`config.mk`:
```
export PLATFORM = sky130hd
export DESIGN_NAME = threshold_run_pixel_sort_top
export DESIGN_NICKNAME = d
export VERILOG_FILES = /design/src/design/trps_pkg.sv /design/src/design/threshold_run_pixel_sort_top.sv /design/src/design/trps_cell.sv
export VERILOG_INCLUDE_DIRS = /design/src /design/src/design
export SDC_FILE = /design/constraint.sdc
export NUM_CORES = 2
export LEC_CHECK = 0
export BUFFER_PORTS_ARGS = -buffer_cell sky130_fd_sc_hd__clkbuf_2
export CAP_MARGIN = 25
export CORE_MARGIN = 2
export CORE_UTILIZATION = 45
export CTS_CLUSTER_DIAMETER = 150
export DETAILED_ROUTE_END_ITERATION = 8
export PLACE_DENSITY_LB_ADDON = 0.2
export SYNTH_ARGS = -nofsm -noshare
export SYNTH_HDL_FRONTEND = slang
export SYNTH_SLANG_ARGS = --single-unit
```
`constraint.sdc`:
```
create_clock -name clk -period 20.8 [get_ports clk]
set_clock_uncertainty 0.05 [all_clocks]
set_input_delay 4.16 -clock clk [delete_from_list [all_inputs] [get_ports clk]]
set_output_delay 4.16 -clock clk [all_outputs]
set_load 0.02 [all_outputs]
```
`src/design/threshold_run_pixel_sort_top_defines.svh`:
```
// assertion macros for the threshold run pixel sorter
// used by threshold_run_pixel_sort_top, expects clk and arst_n in scope
`ifndef THRESHOLD_RUN_PIXEL_SORT_TOP_DEFINES_SVH
`define THRESHOLD_RUN_PIXEL_SORT_TOP_DEFINES_SVH

// same-cycle implication, checked out of reset
`define TRPS_ASSERT_IMP(label, ante, cons, msg) \
	label: assert property (@(posedge clk) disable iff (!arst_n) (ante) |-> (cons)) \
		else $error(msg);

// next-cycle implication, checked out of reset
`define TRPS_ASSERT_NXT(label, ante, cons, msg) \
	label: assert property (@(posedge clk) disable iff (!arst_n) (ante) |=> (cons)) \
		else $error(msg);

`endif

```
`src/design/trps_pkg.sv`:
```
// shared types, constants and the intensity function of the pixel sorter
// no dependencies
package trps_pkg;

	localparam int MAX_RUN = 32;
	localparam int CNT_W = $clog2(MAX_RUN + 1);
	localparam logic [7:0] THR_RESET = 8'd100;

	// divide by 3 through a reciprocal, exact for sums up to 765
	localparam int DIV3_MUL = 683;
	localparam int DIV3_SH = 11;

	typedef struct packed {
		logic [7:0] alpha;
		logic [7:0] blue;
		logic [7:0] green;
		logic [7:0] red;
	} pix_t;

	typedef struct packed {
		pix_t px;
		logic [7:0] lev;
	} ent_t;

	typedef struct packed {
		logic ins;
		logic drn;
	} cell_ctrl_t;

	function automatic logic [7:0] px_level(pix_t p);
		logic [9:0] sum;
		logic [20:0] prod;
		sum = {2'b00, p.red} + {2'b00, p.green} + {2'b00, p.blue};
		prod = 21'(sum) * 21'(DIV3_MUL);
		return prod[DIV3_SH +: 8];
	endfunction

endpackage

```
`src/design/threshold_run_pixel_sort_top.sv`:
```
// top level of the threshold run pixel sorter: control, cell chain, output register
// depends on trps_pkg, trps_cell and threshold_run_pixel_sort_top_defines.svh
//
// Pixels of a line go in on the s_ beats and come out on the m_ beats. A pixel whose
// intensity (r+g+b)/3 reaches the threshold opens a run; the run is held in a chain of
// 32 sorting cells, kept in order of rising intensity as each pixel goes in, ties in
// arrival order. A pixel that only joins a run, or passes straight through, is handled
// in IDLE. A pixel that ends a run, or meets a full chain, first has the run drained
// and is then inserted or passed on; a line end drains the pixels still buffered.
// Draining goes through the head cell, one pixel a cycle while the output is free.
// m_tuser flags the last output beat caused by an input beat; m_tlast flags the
// final pixel of the line. The threshold resets to 100 and is written through cfg_we.
`include "threshold_run_pixel_sort_top_defines.svh"

module threshold_run_pixel_sort_top (
	input  logic        clk,
	input  logic        arst_n,
	input  logic        cfg_we,
	input  logic [7:0]  cfg_wdata,
	input  logic        s_tvalid,
	output logic        s_tready,
	input  logic [31:0] s_tdata,   // red, green, blue, alpha
	input  logic        s_tlast,   // line_end
	output logic        m_tvalid,
	input  logic        m_tready,
	output logic [31:0] m_tdata,   // out_red, out_green, out_blue, out_alpha
	output logic        m_tlast,   // out_line_end
	output logic        m_tuser    // burst_last
);

	localparam logic [1:0] ST_IDLE = 2'd0;
	localparam logic [1:0] ST_PRE  = 2'd1;
	localparam logic [1:0] ST_ACT  = 2'd2;
	localparam logic [1:0] ST_FIN  = 2'd3;

	localparam int N = trps_pkg::MAX_RUN;
	localparam logic [trps_pkg::CNT_W-1:0] CNT_FULL = trps_pkg::CNT_W'(N);
	localparam logic [trps_pkg::CNT_W-1:0] CNT_ONE = trps_pkg::CNT_W'(1);

	logic [1:0] state_q, state_d;
	logic [7:0] thr_q;
	logic in_run_q;
	logic [trps_pkg::CNT_W-1:0] cnt_q;
	trps_pkg::pix_t px_q;
	logic [7:0] lev_q;
	logic ins_q, last_q;

	logic out_vld_q, out_last_q, out_user_q;
	trps_pkg::pix_t out_px_q;

	trps_pkg::pix_t in_px;
	logic [7:0] in_lev;
	logic acc, out_free, in_ins, in_pre;
	logic cnt_zero, cnt_one;

	trps_pkg::cell_ctrl_t ctrl;
	trps_pkg::ent_t new_ent;
	trps_pkg::ent_t ent [N];
	logic [N-1:0] vld, gt;

	logic emit;
	trps_pkg::pix_t emit_px;
	logic emit_last, emit_user;

	assign in_px = trps_pkg::pix_t'(s_tdata);
	assign in_lev = trps_pkg::px_level(in_px);
	assign out_free = !out_vld_q || m_tready;
	assign s_tready = (state_q == ST_IDLE) && out_free;
	assign acc = s_tvalid && s_tready;
	assign cnt_zero = (cnt_q == '0);
	assign cnt_one = (cnt_q == CNT_ONE);

	assign in_ins = (in_lev >= thr_q);
	// the open run is given out first when this pixel ends it or the chain is full
	assign in_pre = in_run_q && ((in_lev <= thr_q) || (cnt_q == CNT_FULL));

	always_comb begin
		new_ent.px = (state_q == ST_IDLE) ? in_px : px_q;
		new_ent.lev = (state_q == ST_IDLE) ? in_lev : lev_q;
		ctrl.ins = ((state_q == ST_IDLE) && acc && !in_pre && in_ins) ||
			((state_q == ST_ACT) && ins_q);
		ctrl.drn = ((state_q == ST_PRE) || (state_q == ST_FIN)) && out_free && !cnt_zero;
	end

	// sorted chain, head cell is index 0
	for (genvar i = 0; i < N; i++) begin : g_cell
		trps_pkg::ent_t prev_ent, next_ent;
		logic prev_vld, prev_gt, next_vld;
		if (i == 0) begin : g_head
			assign prev_ent = new_ent;
			assign prev_vld = 1'b1;
			assign prev_gt = 1'b0;
		end else begin : g_body
			assign prev_ent = ent[i-1];
			assign prev_vld = vld[i-1];
			assign prev_gt = gt[i-1];
		end
		if (i == N - 1) begin : g_tail
			assign next_ent = new_ent;
			assign next_vld = 1'b0;
		end else begin : g_mid
			assign next_ent = ent[i+1];
			assign next_vld = vld[i+1];
		end
		trps_cell u_cell (
			.clk      (clk),
			.arst_n   (arst_n),
			.ctrl     (ctrl),
			.new_ent  (new_ent),
			.prev_ent (prev_ent),
			.prev_vld (prev_vld),
			.prev_gt  (prev_gt),
			.next_ent (next_ent),
			.next_vld (next_vld),
			.ent      (ent[i]),
			.vld      (vld[i]),
			.gt       (gt[i])
		);
	end

	always_comb begin
		emit = 1'b0;
		emit_px = in_px;
		emit_last = 1'b0;
		emit_user = 1'b0;
		if ((state_q == ST_IDLE) && acc && !in_pre && !in_ins) begin
			emit = 1'b1;
			emit_last = s_tlast;
			emit_user = 1'b1;
		end else if ((state_q == ST_ACT) && !ins_q && out_free) begin
			emit = 1'b1;
			emit_px = px_q;
			emit_last = last_q;
			emit_user = 1'b1;
		end else if (ctrl.drn) begin
			emit = 1'b1;
			emit_px = ent[0].px;
			emit_last = (state_q == ST_FIN) && cnt_one;
			// last drained pixel ends the beat's output unless more follows
			emit_user = cnt_one && ((state_q == ST_FIN) || (ins_q && !last_q));
		end
	end

	always_comb begin
		state_d = state_q;
		unique case (state_q)
			ST_IDLE: begin
				if (acc) begin
					if (in_pre) begin
						state_d = ST_PRE;
					end else if (in_ins && s_tlast) begin
						state_d = ST_FIN;
					end
				end
			end
			ST_PRE: begin
				if (cnt_zero || (ctrl.drn && cnt_one)) begin
					state_d = ST_ACT;
				end
			end
			ST_ACT: begin
				if (ins_q) begin
					state_d = last_q ? ST_FIN : ST_IDLE;
				end else if (out_free) begin
					state_d = ST_IDLE;
				end
			end
			ST_FIN: begin
				if (cnt_zero || (ctrl.drn && cnt_one)) begin
					state_d = ST_IDLE;
				end
			end
			default: state_d = ST_IDLE;
		endcase
	end

	always_ff @(posedge clk or negedge arst_n) begin
		if (!arst_n) begin
			state_q <= ST_IDLE;
			thr_q <= trps_pkg::THR_RESET;
			in_run_q <= 1'b0;
			cnt_q <= '0;
			out_vld_q <= 1'b0;
		end else begin
			state_q <= state_d;
			if (cfg_we) begin
				thr_q <= cfg_wdata;
			end
			if (acc) begin
				in_run_q <= in_ins && !s_tlast;
			end
			if (ctrl.ins) begin
				cnt_q <= cnt_q + CNT_ONE;
			end else if (ctrl.drn) begin
				cnt_q <= cnt_q - CNT_ONE;
			end
			if (emit) begin
				out_vld_q <= 1'b1;
			end else if (m_tready) begin
				out_vld_q <= 1'b0;
			end
		end
	end

	always_ff @(posedge clk) begin
		if (acc) begin
			px_q <= in_px;
			lev_q <= in_lev;
			ins_q <= in_ins;
			last_q <= s_tlast;
		end
		if (emit) begin
			out_px_q <= emit_px;
			out_last_q <= emit_last;
			out_user_q <= emit_user;
		end
	end

	assign m_tvalid = out_vld_q;
	assign m_tdata = 32'(out_px_q);
	assign m_tlast = out_last_q;
	assign m_tuser = out_user_q;

	`TRPS_ASSERT_IMP(a_cnt_vld, 1'b1, $countones(vld) == 32'(cnt_q), "count disagrees with chain")
	`TRPS_ASSERT_IMP(a_end_is_last, m_tvalid && m_tlast, m_tuser, "line end beat not burst end")
	`TRPS_ASSERT_IMP(a_buf_in_run, (state_q == ST_IDLE) && !cnt_zero, in_run_q,
		"pixels buffered outside a run")
	`TRPS_ASSERT_NXT(a_fin_drains, (state_q == ST_FIN) && ctrl.drn && cnt_one,
		(state_q == ST_IDLE) && cnt_zero, "final drain did not empty chain")

endmodule

```
`src/design/trps_cell.sv`:
```
// one cell of the sorted insertion chain: holds one buffered pixel and its level
// depends on trps_pkg
module trps_cell (
	input  logic                  clk,
	input  logic                  arst_n,
	input  trps_pkg::cell_ctrl_t  ctrl,
	input  trps_pkg::ent_t        new_ent,
	input  trps_pkg::ent_t        prev_ent,
	input  logic                  prev_vld,
	input  logic                  prev_gt,
	input  trps_pkg::ent_t        next_ent,
	input  logic                  next_vld,
	output trps_pkg::ent_t        ent,
	output logic                  vld,
	output logic                  gt
);

	trps_pkg::ent_t ent_q;
	logic vld_q;
	logic take_new;

	// cell sorts after the new pixel, so the new one lands at or before it
	assign gt = vld_q && (ent_q.lev > new_ent.lev);
	// first cell whose neighbor before it stays put and that is free or greater
	assign take_new = prev_vld && !prev_gt && (gt || !vld_q);

	always_ff @(posedge clk or negedge arst_n) begin
		if (!arst_n) begin
			vld_q <= 1'b0;
		end else if (ctrl.ins) begin
			if (prev_gt || take_new) begin
				vld_q <= 1'b1;
			end
		end else if (ctrl.drn) begin
			vld_q <= next_vld;
		end
	end

	always_ff @(posedge clk) begin
		if (ctrl.ins) begin
			if (prev_gt) begin
				ent_q <= prev_ent;
			end else if (take_new) begin
				ent_q <= new_ent;
			end
		end else if (ctrl.drn) begin
			ent_q <= next_ent;
		end
	end

	assign ent = ent_q;
	assign vld = vld_q;

endmodule

```
# Word-level counts from Yosys, hierarchy flattened
# Cells that the tools add are included.
dict set report totals {
  register_bits 1406
  inputBits 46
  output_inout_bits 36
  elab_cells 890
}
dict set report classes {
  addsub 4
  multipliers 1
  n_lt_le_gt_ge 34
  n_eq_ne 73
  n_mux 248
  n_reduce_logical 320
}
# cell n
set ops {}
lappend ops {{40-bit two-way mux} 127}
lappend ops {{8-bit > comparator} 32}
lappend ops {{32-bit two-way mux} 4}
lappend ops {{2-bit AND reduction} 63}
lappend ops {{1-bit logical AND} 112}
lappend ops {{1-bit two-way mux} 105}
lappend ops {{3-bit by 1-bit != test with 1-bit output, second input constant} 31}
lappend ops {{1-bit logical NOT} 70}
lappend ops {{1-bit logical OR} 69}
lappend ops {{2-bit by 1-bit != test with 1-bit output, second input constant} 34}
lappend ops {{10-bit by 10-bit multiplier with 19-bit output, second input constant} 1}
lappend ops {{2-bit two-way mux} 8}
lappend ops {{6-bit two-way mux} 2}
lappend ops {{9-bit by 8-bit adder with 10-bit output} 1}
lappend ops {{8-bit by 8-bit adder with 9-bit output} 1}
lappend ops {{8-bit greater-or-equal comparator} 1}
lappend ops {{8-bit <= comparator} 1}
lappend ops {{8-bit two-way mux} 1}
lappend ops {{2-bit case mux with 4 select lines} 1}
lappend ops {{6-bit by 1-bit adder with 6-bit output, second input constant} 1}
lappend ops {{6-bit by 1-bit == test with 1-bit output, second input constant} 1}
lappend ops {{6-bit == test, second input constant} 1}
lappend ops {{6-bit logical NOT} 1}
lappend ops {{6-bit by 1-bit subtractor with 6-bit output, second input constant} 1}
lappend ops {{9 further kinds} 11}

# Logic depth before layout (Yosys ltp)
dict set report depth {
  ltp_word 12
  depth_mapped 40
  mapped_depth_nobuf 37
}

# By module
# From an unflattened synthesis, not the netlist that was laid out.
dict set report unflattened {
  hier_cells 7463
  hier_area_um2 82253.9
}
# module n_inst cells_per_inst area_each_um2
set by_module_without_submodules {}
lappend by_module_without_submodules {trps_cell 32 211 2349.8}
lappend by_module_without_submodules {threshold_run_pixel_sort_top 1 711 7061.8}

# Least setup slack after synthesis
# OpenSTA, ideal clock, no wires.
dict set report synth_path {
  path_type {input to register}
  startpoint {input port s_tdata[1]}
  endpoint {register g_cell[3].u_cell.ent_q (netlist bit g_cell[3].u_cell.ent[0]) (enable)}
  setup_ns 0.500
  t_arrival_ns 15.104
  t_required_ns 20.250
  setup_slack_ns 5.146
  cell_stages 33
  n_path_buf 1
  path_cell_list {fa_1 -> ha_1 -> fa_1 -> a21o_1 -> a21oi_1 -> nor2b_1 -> o21a_1 -> o31ai_1 -> inv_1 -> ha_1 -> ha_1 -> inv_1 -> fa_1 -> inv_1 -> fa_1 -> ha_1 -> ha_1 -> o21a_1 -> a211o_1 -> nand2_1 -> a31oi_1 -> a31o_2 -> a21oi_1 -> xnor2_1 -> mux2_2 -> clkbuf_1 -> inv_1 -> ha_1 -> nand4_1 -> o21bai_1 -> a22oi_1 -> nor3b_1 -> o31ai_1}
}
dict set report synth_via {
  elab_chain_len 12
}
# element line_no
set synth_lines {}
lappend synth_lines {{from (decl)} threshold_run_pixel_sort_top.sv:22} ;# input logic [31:0] s_tdata,
lappend synth_lines {{8-bit by 8-bit adder with 9-bit output (*)} trps_pkg.sv:33} ;# sum = {2'b00, p.red} + {2'b00, p.green} + {2'b00, p.blue};
lappend synth_lines {{9-bit by 8-bit adder with 10-bit output (*)} trps_pkg.sv:33}
lappend synth_lines {{10-bit by 10-bit multiplier with 19-bit output (*)} trps_pkg.sv:34} ;# prod = 21'(sum) * 21'(DIV3_MUL);
lappend synth_lines {{named net in_lev[7]} threshold_run_pixel_sort_top.sv:52} ;# logic [7:0] in_lev;
lappend synth_lines {{8-bit <= comparator} threshold_run_pixel_sort_top.sv:75} ;# assign in_pre = in_run_q && ((in_lev <= thr_q) || (cnt_q == CNT_FULL));
lappend synth_lines {{1-bit logical OR} threshold_run_pixel_sort_top.sv:75}
lappend synth_lines {{1-bit logical AND} threshold_run_pixel_sort_top.sv:75}
lappend synth_lines {{1-bit logical NOT} threshold_run_pixel_sort_top.sv:80} ;# ctrl.ins = ((state_q == ST_IDLE) && acc && !in_pre && in_ins) ||
lappend synth_lines {{1-bit logical AND (2 in series)} threshold_run_pixel_sort_top.sv:80}
lappend synth_lines {{1-bit logical OR} threshold_run_pixel_sort_top.sv:80}
lappend synth_lines {{3-bit by 1-bit != test with 1-bit output (no source line) or 2-bit nonzero test (tied branches)} -}
lappend synth_lines {{2-bit AND reduction (no source line) (*)} -}
lappend synth_lines {{to (signal assigned)} trps_cell.sv:42} ;# ent_q <= prev_ent;
lappend synth_lines {{to (signal assigned)} trps_cell.sv:44} ;# ent_q <= new_ent;
lappend synth_lines {{to (signal assigned)} trps_cell.sv:47} ;# ent_q <= next_ent;
lappend synth_lines {{to (decl)} trps_cell.sv:18} ;# trps_pkg::ent_t ent_q;
# Mark *: on every way through the listed nets, which the timed path passes. The rest lies on a longest branch.
# A chain may end at the register's enable or synchronous reset.

# Worst setup path in the final report
dict set report layout_path {
  startpoint {input port s_tdata[1]}
  endpoint {register g_cell[30].u_cell.ent_q (netlist bit g_cell[30].u_cell.ent[25]), data pin}
}
dict set report layout_via {
  elab_chain_len 11
}
# element line_no
set layout_lines {}
lappend layout_lines {{8-bit by 8-bit adder with 9-bit output (*)} trps_pkg.sv:33}
lappend layout_lines {{9-bit by 8-bit adder with 10-bit output (*)} trps_pkg.sv:33}
lappend layout_lines {{10-bit by 10-bit multiplier with 19-bit output (*)} trps_pkg.sv:34}
lappend layout_lines {{named net in_lev[7]} threshold_run_pixel_sort_top.sv:52}
lappend layout_lines {{8-bit <= comparator} threshold_run_pixel_sort_top.sv:75}
lappend layout_lines {{1-bit logical OR} threshold_run_pixel_sort_top.sv:75}
lappend layout_lines {{1-bit logical AND} threshold_run_pixel_sort_top.sv:75}
lappend layout_lines {{1-bit logical NOT} threshold_run_pixel_sort_top.sv:80}
lappend layout_lines {{1-bit logical AND (2 in series)} threshold_run_pixel_sort_top.sv:80}
lappend layout_lines {{1-bit logical OR} threshold_run_pixel_sort_top.sv:80}
lappend layout_lines {{40-bit two-way mux (*)} trps_cell.sv:40} ;# if (ctrl.ins) begin
lappend layout_lines {{to (signal assigned)} trps_cell.sv:42}
lappend layout_lines {{to (signal assigned)} trps_cell.sv:44}
lappend layout_lines {{to (signal assigned)} trps_cell.sv:47}
lappend layout_lines {{to (decl)} trps_cell.sv:18}
# Marked as above.

==> metrics.txt <==
sequential share of the synthesized area 53.36%; data arrival time at the worst-slack endpoint 15.14 ns; die extent in y around 420 µm; cts repair resizes 0; number of max-cap violations 0; remaining global-route overflow 0; combined area of the multi-input logic cells roughly 34000 µm²; via-per-instance ratio around 5.7; FF-to-FF End g_cell[21].u_cell.ent[32]; top cells by area in the synthesized netlist edfxtp_1, mux2i_1, a21oi_1; Least-Margin Pin Slew 1.270 ns; share of post-route cells with drive strength above 1 7.826%; worst path required time 21.27 ns; Final Critical Period 14.66 ns; timing-limited maximum frequency between 60 and 70 MHz; Primary FF master, synth edfxtp_1; maximum single-stage delay on the critical path 0.69 ns; Total Negative Setup Slacks 0 ns; number of buffers on the longest clock path 3; biggest area consumer among synthesized cells edfxtp_1; final hold violation count 0; Tcrit/Tclk final ~70%; post-cts hold buffer count 0; pin count of the biggest net entering global routing 273; antenna violations before repair 4; post-route design area between 80000 and 90000 µm²; Cell Rows around 150; flop-to-flop setup slack 14.92 ns; worst-case hold slack 0.4866 ns; Worst Setup Start Kind input port; hold depth 2; area occupied by registers 41970 µm²; post-synthesis cell type count 69; share of the synthesized area in the top cell type 51.77%; crit-path max FO 265; detailed-route DRC error count 0; total standard cell area after synthesis 78660 µm²; number of iterations in the first detailed-routing pass 6; DR vias 53490; GRT Resource Usage Total 21.74%; async set-or-reset flop fraction in the synthesized netlist 3.556%; CTS tree done; run status finished, final reports clean; syn_area_per_cell roughly 11 µm²; Clock Pin Slew Worst Setup and Hold Paths roughly 0.060 ns; estimated wirelength of the detail-placed design 129.8 mm; list of most frequent post-synthesis cells nor2_1, edfxtp_1, a21oi_1, mux2i_1, clkbuf_1; Die ar. between 150000 and 200000 µm²; number of endpoints failing setup at the final stage 0; clock latency at the later pin of the worst-skew pair 0.79 ns; Clock Tree Root clkbuf_16; synthesized netlist cell count 7213; number of nets at the end of the flow ~7400; Post-Synthesis Net Count 7619; Layout Area Growth over Synthesis 9.214%; number of clock buffers inserted by TritonCTS 161; RSZ-0062 raised after global routing false; remaining antenna violation count after routing 0; global-route wire length before repair 310.1 mm; Std-Cell Core Area 173800 µm²; dpl cell area 80930 µm²; total wire length 199.2 mm; number of DRC violations after detailed-routing iteration 0 5149; post-CTS setup buffers 0; worst min-delay path class reg2reg; Starting Density 45.25%; flip-flop and latch count after synthesis 1406; H-tree depth reported by CTS 4; endpoint type of the worst setup path flop; final weighted congestion of routability-driven global placement 0.8333; non-filler cells in the finished layout 9458; hold endpoint thr_q[2]; dominant cell by count in the synthesized netlist nor2_1; via count of the first global-routing pass between 50000 and 60000; width of the chip 422.1 µm; type of the setup path with the least slack in2reg; worst slew margin relative to its limit 15.35%; number of enable flip-flop cells after synthesis 1356; cell at the slowest stage of the critical path buf_12; count of placed standard cells including taps 9171; clock sinks 1406; HP Start thr_q[2]; Synthesis Warnings 0; WL/cell 21.06 µm; fin. max-slew vios 0; Worst Reg-to-Reg Cells 18; startpoint of the worst-slack reg-to-reg timing path state_q[1]; I/O Pins slightly above 80; Fill cells 15690; number of I/O port buffers 81
[cells by family (layout without fill, tap and decap cells)]
kind of cell	after synthesis	after routing	share of synthesized area, %
AND/OR/NAND/NOR	1856	1856	9.546
flip-flops	1406	1406	53.36
XOR/XNOR	19	19	0.2291
other	0	3	0
buffers and inverters	711	628	3.894
AO/OA/AOI/OAI	1582	1582	10.61
multiplexers	1278	1278	16.33
adder cells (fa/ha/maj)	361	361	6.027
[cell type report]
class                   instances  area share (%)
clock inverters                83          0.7356
well taps                    2325           3.386
flip-flops and latches       1406           48.86
clock buffers                 197           4.920
multi-input cells            5096           39.42
inverters                     133          0.5812
diodes                          3        0.008739
repair buffers                215           2.086
[layer usage]
metal,share of wire [%],GRT usage [%]
met4,2.6,6.292
met1,47,31.45
met5,0.0065,0
met2,45,33.92
met3,5.4,3.150
[cells in the final DEF (no fill, tap or decap), drive strengths merged, types with 8 or more instances in the layout]
master | netlist | routed
ha | 330 | 330
nand2b | 28 | 28
nor2 | 1370 | 1370
clkinv | 0 | 75
fa | 30 | 30
a21oi | 1292 | 1292
xnor2 | 12 | 12
edfxtp | 1356 | 1356
buf | 241 | 134
mux2 | 44 | 44
o22ai | 10 | 10
or2 | 22 | 22
nor2b | 27 | 27
o21ai | 125 | 125
nand3 | 115 | 115
nand4 | 11 | 11
a31oi | 26 | 26
and3 | 22 | 22
o21a | 30 | 30
mux2i | 1234 | 1234
a22oi | 8 | 8
nand2 | 233 | 233
dfrtp | 47 | 47
clkbuf | 337 | 278
inv | 133 | 138
a21o | 47 | 47
[worst max path at each step]
stage | start | to | slack [ns] | depth (start not counted)
6_report | s_tdata[1] | g_cell[30].u_cell.ent[25] | 6.14 | 37
5_1_grt | s_tdata[1] | g_cell[29].u_cell.ent[11] | 5.62 | 38
4_1_cts | s_tdata[1] | g_cell[30].u_cell.ent[14] | 6.23 | 36
3_5_place_dp | s_tdata[1] | g_cell[30].u_cell.ent[14] | 5.41 | 36
3_3_place_gp | s_tdata[1] | g_cell[27].u_cell.ent[11] | 5.52 | 36
2_1_floorplan | s_tdata[1] | g_cell[3].u_cell.ent[0] | 5.15 | 33
[stage by stage]
step	worst slack [ns]	utilization, %
after global routing	5.618	49.42
after detailed placement	5.406	46.56
after floorplan	5.146	-
after CTS	6.232	49.36
after global placement	5.524	46.36
final	6.137	49.42
[worst max-delay path: cells and delay by family]
kind,cells,cell delay [ns]
simple gates,5,0.46
compound gates,11,2.90
fa+ha+maj,10,3.78
buf+inv,8,2.40
mux,1,0.33
xor+xnor,2,0.44
[registers in the layout, summed over array words and instances, names as in the netlist]
name and flops:
g_cell.u_cell.ent 1280, g_cell.u_cell.vld 32, m_tdata 32, px_q 32
lev_q 8, thr_q 8, cnt_q 6, state_q 2
in_run_q 1, ins_q 1, last_q 1, m_tlast 1
m_tuser 1, m_tvalid 1
Power is not shown: default switching activity piles up to over one toggle a cycle in this logic, so the estimate is an artifact.
